==> src/rtl/apfc_pkg.sv <==
`timescale 1ns / 1ps
// ----------------------------------------------------------------------------
// apfc_pkg
// Shared types, codes and field widths of the address pair flow classifier.
// ----------------------------------------------------------------------------
package apfc_pkg;

    localparam int ADDR_W   = 64;
    localparam int QUERY_W  = 7;
    localparam int FLOW_W   = 7;
    localparam int COUNT_W  = 32;
    localparam int STATUS_W = 2;

    localparam int S_TDATA_W = 136;
    localparam int M_TDATA_W = 168;

    typedef enum logic {
        OP_CLASSIFY = 1'b0,
        OP_LOOKUP   = 1'b1
    } op_t;

    typedef enum logic [STATUS_W-1:0] {
        ST_EXISTING  = 2'd0,
        ST_NEW_FLOW  = 2'd1,
        ST_FULL      = 2'd2,
        ST_NOT_FOUND = 2'd3
    } status_t;

    typedef struct packed {
        logic [ADDR_W-1:0]  src;
        logic [ADDR_W-1:0]  dst;
        logic [COUNT_W-1:0] count;
    } entry_t;

    typedef struct packed {
        logic load;
        logic scan;
        logic lk_rd;
        logic fin_hit;
        logic fin_new;
        logic fin_full;
        logic fin_lk;
    } dp_cmd_t;

    typedef struct packed {
        logic hit;
        logic scan_done;
        logic full;
    } dp_status_t;

endpackage

==> src/rtl/apfc_ctrl.sv <==
`timescale 1ns / 1ps
// ----------------------------------------------------------------------------
// apfc_ctrl
// Sequencer for search, lookup and result hand-off, with stream handshakes.
// ----------------------------------------------------------------------------
module apfc_ctrl import apfc_pkg::*; (
    input  logic       aclk,
    input  logic       aresetn,
    input  logic       s_tvalid,
    output logic       s_tready,
    input  logic       in_op,
    output logic       m_tvalid,
    input  logic       m_tready,
    input  dp_status_t status,
    output dp_cmd_t    cmd
);

    typedef enum logic [6:0] {
        S_IDLE    = 7'b0000001,
        S_SCAN    = 7'b0000010,
        S_LK_RD   = 7'b0000100,
        S_LK_DONE = 7'b0001000,
        S_HIT     = 7'b0010000,
        S_NEW     = 7'b0100000,
        S_FULL    = 7'b1000000
    } state_t;

    state_t state_reg;
    state_t state_next;
    logic   m_tvalid_reg;
    logic   m_tvalid_next;
    logic   out_free;
    logic   finish;

    assign out_free = !m_tvalid_reg || m_tready;
    assign s_tready = (state_reg == S_IDLE);

    always_comb begin
        state_next = state_reg;
        cmd        = '0;
        unique case (state_reg)
            S_IDLE: begin
                if (s_tvalid) begin
                    cmd.load = 1'b1;
                    if (op_t'(in_op) == OP_LOOKUP) begin
                        state_next = S_LK_RD;
                    end else begin
                        state_next = S_SCAN;
                    end
                end
            end
            S_SCAN: begin
                cmd.scan = 1'b1;
                priority if (status.hit) begin
                    state_next = S_HIT;
                end else if (status.scan_done) begin
                    state_next = status.full ? S_FULL : S_NEW;
                end else begin
                    state_next = S_SCAN;
                end
            end
            S_LK_RD: begin
                cmd.lk_rd  = 1'b1;
                state_next = S_LK_DONE;
            end
            S_LK_DONE: begin
                if (out_free) begin
                    cmd.fin_lk = 1'b1;
                    state_next = S_IDLE;
                end
            end
            S_HIT: begin
                if (out_free) begin
                    cmd.fin_hit = 1'b1;
                    state_next  = S_IDLE;
                end
            end
            S_NEW: begin
                if (out_free) begin
                    cmd.fin_new = 1'b1;
                    state_next  = S_IDLE;
                end
            end
            S_FULL: begin
                if (out_free) begin
                    cmd.fin_full = 1'b1;
                    state_next   = S_IDLE;
                end
            end
            default: begin
                state_next = S_IDLE;
            end
        endcase
    end

    assign finish = cmd.fin_lk || cmd.fin_hit || cmd.fin_new || cmd.fin_full;

    always_comb begin
        m_tvalid_next = m_tvalid_reg;
        if (finish) begin
            m_tvalid_next = 1'b1;
        end else if (m_tready) begin
            m_tvalid_next = 1'b0;
        end
    end

    always_ff @(posedge aclk) begin
        if (!aresetn) begin
            state_reg    <= S_IDLE;
            m_tvalid_reg <= 1'b0;
        end else begin
            state_reg    <= state_next;
            m_tvalid_reg <= m_tvalid_next;
        end
    end

    assign m_tvalid = m_tvalid_reg;

endmodule

==> config.mk <==
export PLATFORM = sky130hd
export DESIGN_NAME = apfc_ctrl
export DESIGN_NICKNAME = d
export VERILOG_FILES = /design/src/rtl/apfc_pkg.sv /design/src/rtl/apfc_ctrl.sv
export SDC_FILE = /design/constraint.sdc
export NUM_CORES = 1
export LEC_CHECK = 0
export BUFFER_PORTS_ARGS = -buffer_cell sky130_fd_sc_hd__buf_2
export CAP_MARGIN = 20
export CORE_AREA = 2 2 39 41
export CTS_BUF_LIST = sky130_fd_sc_hd__clkbuf_2 sky130_fd_sc_hd__clkbuf_4 sky130_fd_sc_hd__clkbuf_8
export DETAILED_ROUTE_END_ITERATION = 7
export DIE_AREA = 0 0 41 43
export GPL_ROUTABILITY_DRIVEN = 1
export SLEW_MARGIN = 20
export SYNTH_ARGS = -nofsm -noshare
export SYNTH_HDL_FRONTEND = slang
export SYNTH_SLANG_ARGS = --single-unit
==> constraint.sdc <==
create_clock -name aclk -period 1.7 [get_ports aclk]
set_clock_uncertainty 0.1 [all_clocks]
set_input_delay 0.085 -clock aclk [delete_from_list [all_inputs] [get_ports aclk]]
set_output_delay 0.085 -clock aclk [all_outputs]
set_load 0.02 [all_outputs]
==> results.sh <==
export IMPL_outcome="complete, but fails checks"
export IMPL_violations="setup timing"
export IMPL_critical_path_slowest_cell="or4_4"
export IMPL_synthCells=60
export IMPL_crit_end="cmd[3]"
export IMPL_rrSetupSlack_ps=-180
export IMPL_die_area_um2=1760
export IMPL_placed_cell_area_um2=712
export IMPL_clk_insertion_delay_late_ps=260
export IMPL_holdCritPathClass="input pin to flop"
export IMPL_antenna_cells=0
export IMPL_finish_utilization_pct=64.7
export IMPL_area_growth_pct=84.5
export IMPL_clockBufferDepth=2
export IMPL_drt_total_wl_um=1560
export IMPL_post_route_cell_area_um2=896
export IMPL_startpoint_type="flop"
export IMPL_gp_congestion=0.823
export IMPL_relSlewSlack_pct=65.9
export IMPL_cp_startpoint="state_reg[0]$_SDFFE_PN1P_"
export IMPL_finish_net_count=108
export IMPL_cp_cell_sequence="buf_6 -> or4_4 -> or2_4 -> nor3_2 -> buf_4"
export IMPL_cap_violations=0
export IMPL_synth_area_um2=485
export IMPL_antenna_found_initial=0
export IMPL_p_leak_nw=0.412
export IMPL_crit_path_max_incr_delay_ps=490
export IMPL_dp_slack_ps=-196
export IMPL_die_h_um=43
export IMPL_largest_register_ffs=7
export IMPL_root_buffer="clkbuf_4"
export IMPL_drt_first_pass_iters=4
export IMPL_min_from="aresetn"
export IMPL_cts_sinks=8
export IMPL_finalCritPeriodShare_pct=112
export IMPL_placedCellCount=106
export IMPL_grt_pass1_vias=553
export IMPL_vias_per_cell=5.48
export IMPL_synth_fp_nets=68
export IMPL_power_density_nw_per_um2=668
export IMPL_via_count=625
export IMPL_setup_viol=13
export IMPL_ys_seq_elements=8
export IMPL_finalHoldViolations=0
export IMPL_path_clk_slew_ps=50
export IMPL_cts_tree="done"
export IMPL_portBuffers=16
export IMPL_r2r_start="state_reg[2]$_SDFFE_PN0P_"
export IMPL_reg2reg_to="state_reg[0]$_SDFFE_PN1P_"
export IMPL_netlist_area_leader_share_pct=33.0
export IMPL_worstPathMaxFanout=3
export IMPL_yosysWarnings=0
export IMPL_peakVddDrop_mv=0.588
export IMPL_ios=17
export IMPL_crit_required_ps=1510
export IMPL_synth_area_leader_cell="dfxtp_1"
export IMPL_fin_cells=114
export IMPL_wl_per_cell_um=13.7
export IMPL_grt_max_degree=10
export IMPL_dp_hpwl_um=964
export IMPL_drt_iter0_markers=13
export IMPL_crit_family="simple AND/OR/NAND/NOR gates"
export IMPL_globalRouteTotalUtil_pct=20.2
export IMPL_worst_pin_slew_ps=512
export IMPL_htreeDepth=1
export IMPL_crit_cells=5
export IMPL_synth_cell_type_count=29
export IMPL_core_area_um2=1380
export IMPL_cts_made_buffers=3
export IMPL_drc=0
export IMPL_rows=14
export IMPL_synthTopCellsByArea="dfxtp_1 33%, nand2_1 5.4%, or3_4 4.6%"
export IMPL_synth_seq_area_share_pct=33.0
export IMPL_start_util_pct=35.1
export IMPL_finalCriticalPeriod_ps=1910
export IMPL_drive_gt1_share_pct=62.2
export IMPL_rsz0062_at_grt="yes"
export IMPL_finalWorstSetupSlack_ps=-211
export IMPL_max_freq_ghz=0.523
export IMPL_worstRegToRegCells=4
export IMPL_synth_avg_cell_area_um2=8.09
export IMPL_dieWidth_um=41
export IMPL_cp_end_kind="primary output"
export IMPL_ant_nets=0
export IMPL_cp_num_buf_inv=2
export IMPL_crit_arrival_ps=1730
export IMPL_slew_violations=0
export IMPL_overflow=0
export IMPL_grt_pass1_wl_um=2410
export IMPL_path_class="flop to primary output"
worst min-delay path by stage:
stage,to,slack [ps],depth (start not counted)
floorplan,state_reg[5]$_SDFFE_PN0P_,80,1
global placement,state_reg[5]$_SDFFE_PN0P_,190,2
detailed placement,state_reg[5]$_SDFFE_PN0P_,190,2
CTS,state_reg[4]$_SDFFE_PN0P_,50,3
global route,state_reg[3]$_SDFFE_PN0P_,70,3
finish,state_reg[3]$_SDFFE_PN0P_,50,3
through the flow:
| stage | TNS (ps) | hold WS, ps | power (mW) |
|---|---|---|---|
| final | -1540 | 46.4 | 0.598 |
| after global routing | -2620 | 72.9 | 0.626 |
| after CTS | -1540 | 52.5 | 0.574 |
| after detailed placement | -715 | 190 | 0.374 |
| after global placement | -715 | 188 | 0.374 |
| after floorplan | -571 | 84.1 | 0.298 |
synthesized netlist by cell type (all sizes together):
| cell | count |
|---|---|
| a211o | 1 |
| a21oi | 2 |
| a221oi | 1 |
| a311oi | 1 |
| and2 | 1 |
| and3 | 2 |
| and4 | 1 |
| and4bb | 1 |
| buf | 2 |
| dfxtp | 8 |
| inv | 4 |
| nand2 | 7 |
| nand2b | 3 |
| nor2 | 5 |
| nor2b | 1 |
| nor3 | 4 |
| nor4 | 1 |
| o21ai | 1 |
| o22ai | 3 |
| o32ai | 2 |
| or2 | 2 |
| or2b | 1 |
| or3 | 3 |
| or3b | 1 |
| or4 | 1 |
| or4b | 1 |
final cells by class:
type	instances	area (um^2)
fillers	123	488
multi-input cells	46	367
repair buffers	37	307
flip-flops and latches	8	165
clock buffers	3	22.5
well taps	16	20.0
inverters	4	15.0
power breakdown:
part | switching, mW | leakage [nW] | internal (mW)
clock | 0.0707 | 0.0138 | 0.0812
sequential | 0.00644 | 0.0662 | 0.198
combinational | 0.108 | 0.332 | 0.134
total | 0.185 | 0.412 | 0.413
layer usage:
metal | vias up | track usage [%] | share of wire [%]
met4 | 0 | 8.00 | 3.4
met3 | 11 | 4.71 | 5.9
li1 | 297 | - | -
met5 | - | 0 | 0
met2 | 28 | 32.8 | 51
met1 | 289 | 24.2 | 40
what timing repair did:
action | in CTS | in global routing
setup buffers | 2 | 0
endpoints found under the hold margin | 4 | 0
resized for setup | 23 | 11
pin swaps | 6 | 4
setup endpoints to repair | 14 | 16
hold buffers | 3 | 0
cell families after synthesis:
logic type | synth area share (%)
compound gates | 18.6
buf+inv | 4.89
flops | 33.0
simple gates | 43.6
cell usage in the layout, fill, tap and decap left out, types with 2 or more instances in the layout:
cell type      Yosys  layout
dlygate4sd3_1      0       3
o22ai_2            1       2
and3_1             2       2
inv_1              4       3
nand2b_1           3       2
or3_4              2       3
a21oi_1            2       2
buf_6              0      11
nor2_1             5       5
clkbuf_4           0       3
buf_2              1       8
buf_4              0      15
dfxtp_1            8       4
dfxtp_2            0       4
nand2_1            7       7
nor3_2             0       2
or2_4              0       2
worst reg2reg max path, delay by kind of cell, from the launching register on:
kind	cells	cell delay (ps)
AND/OR/NAND/NOR	1	710
AO/OA/AOI/OAI	3	640
flip-flops	1	330
No activity file was read; power rests on OpenSTA's default activity.
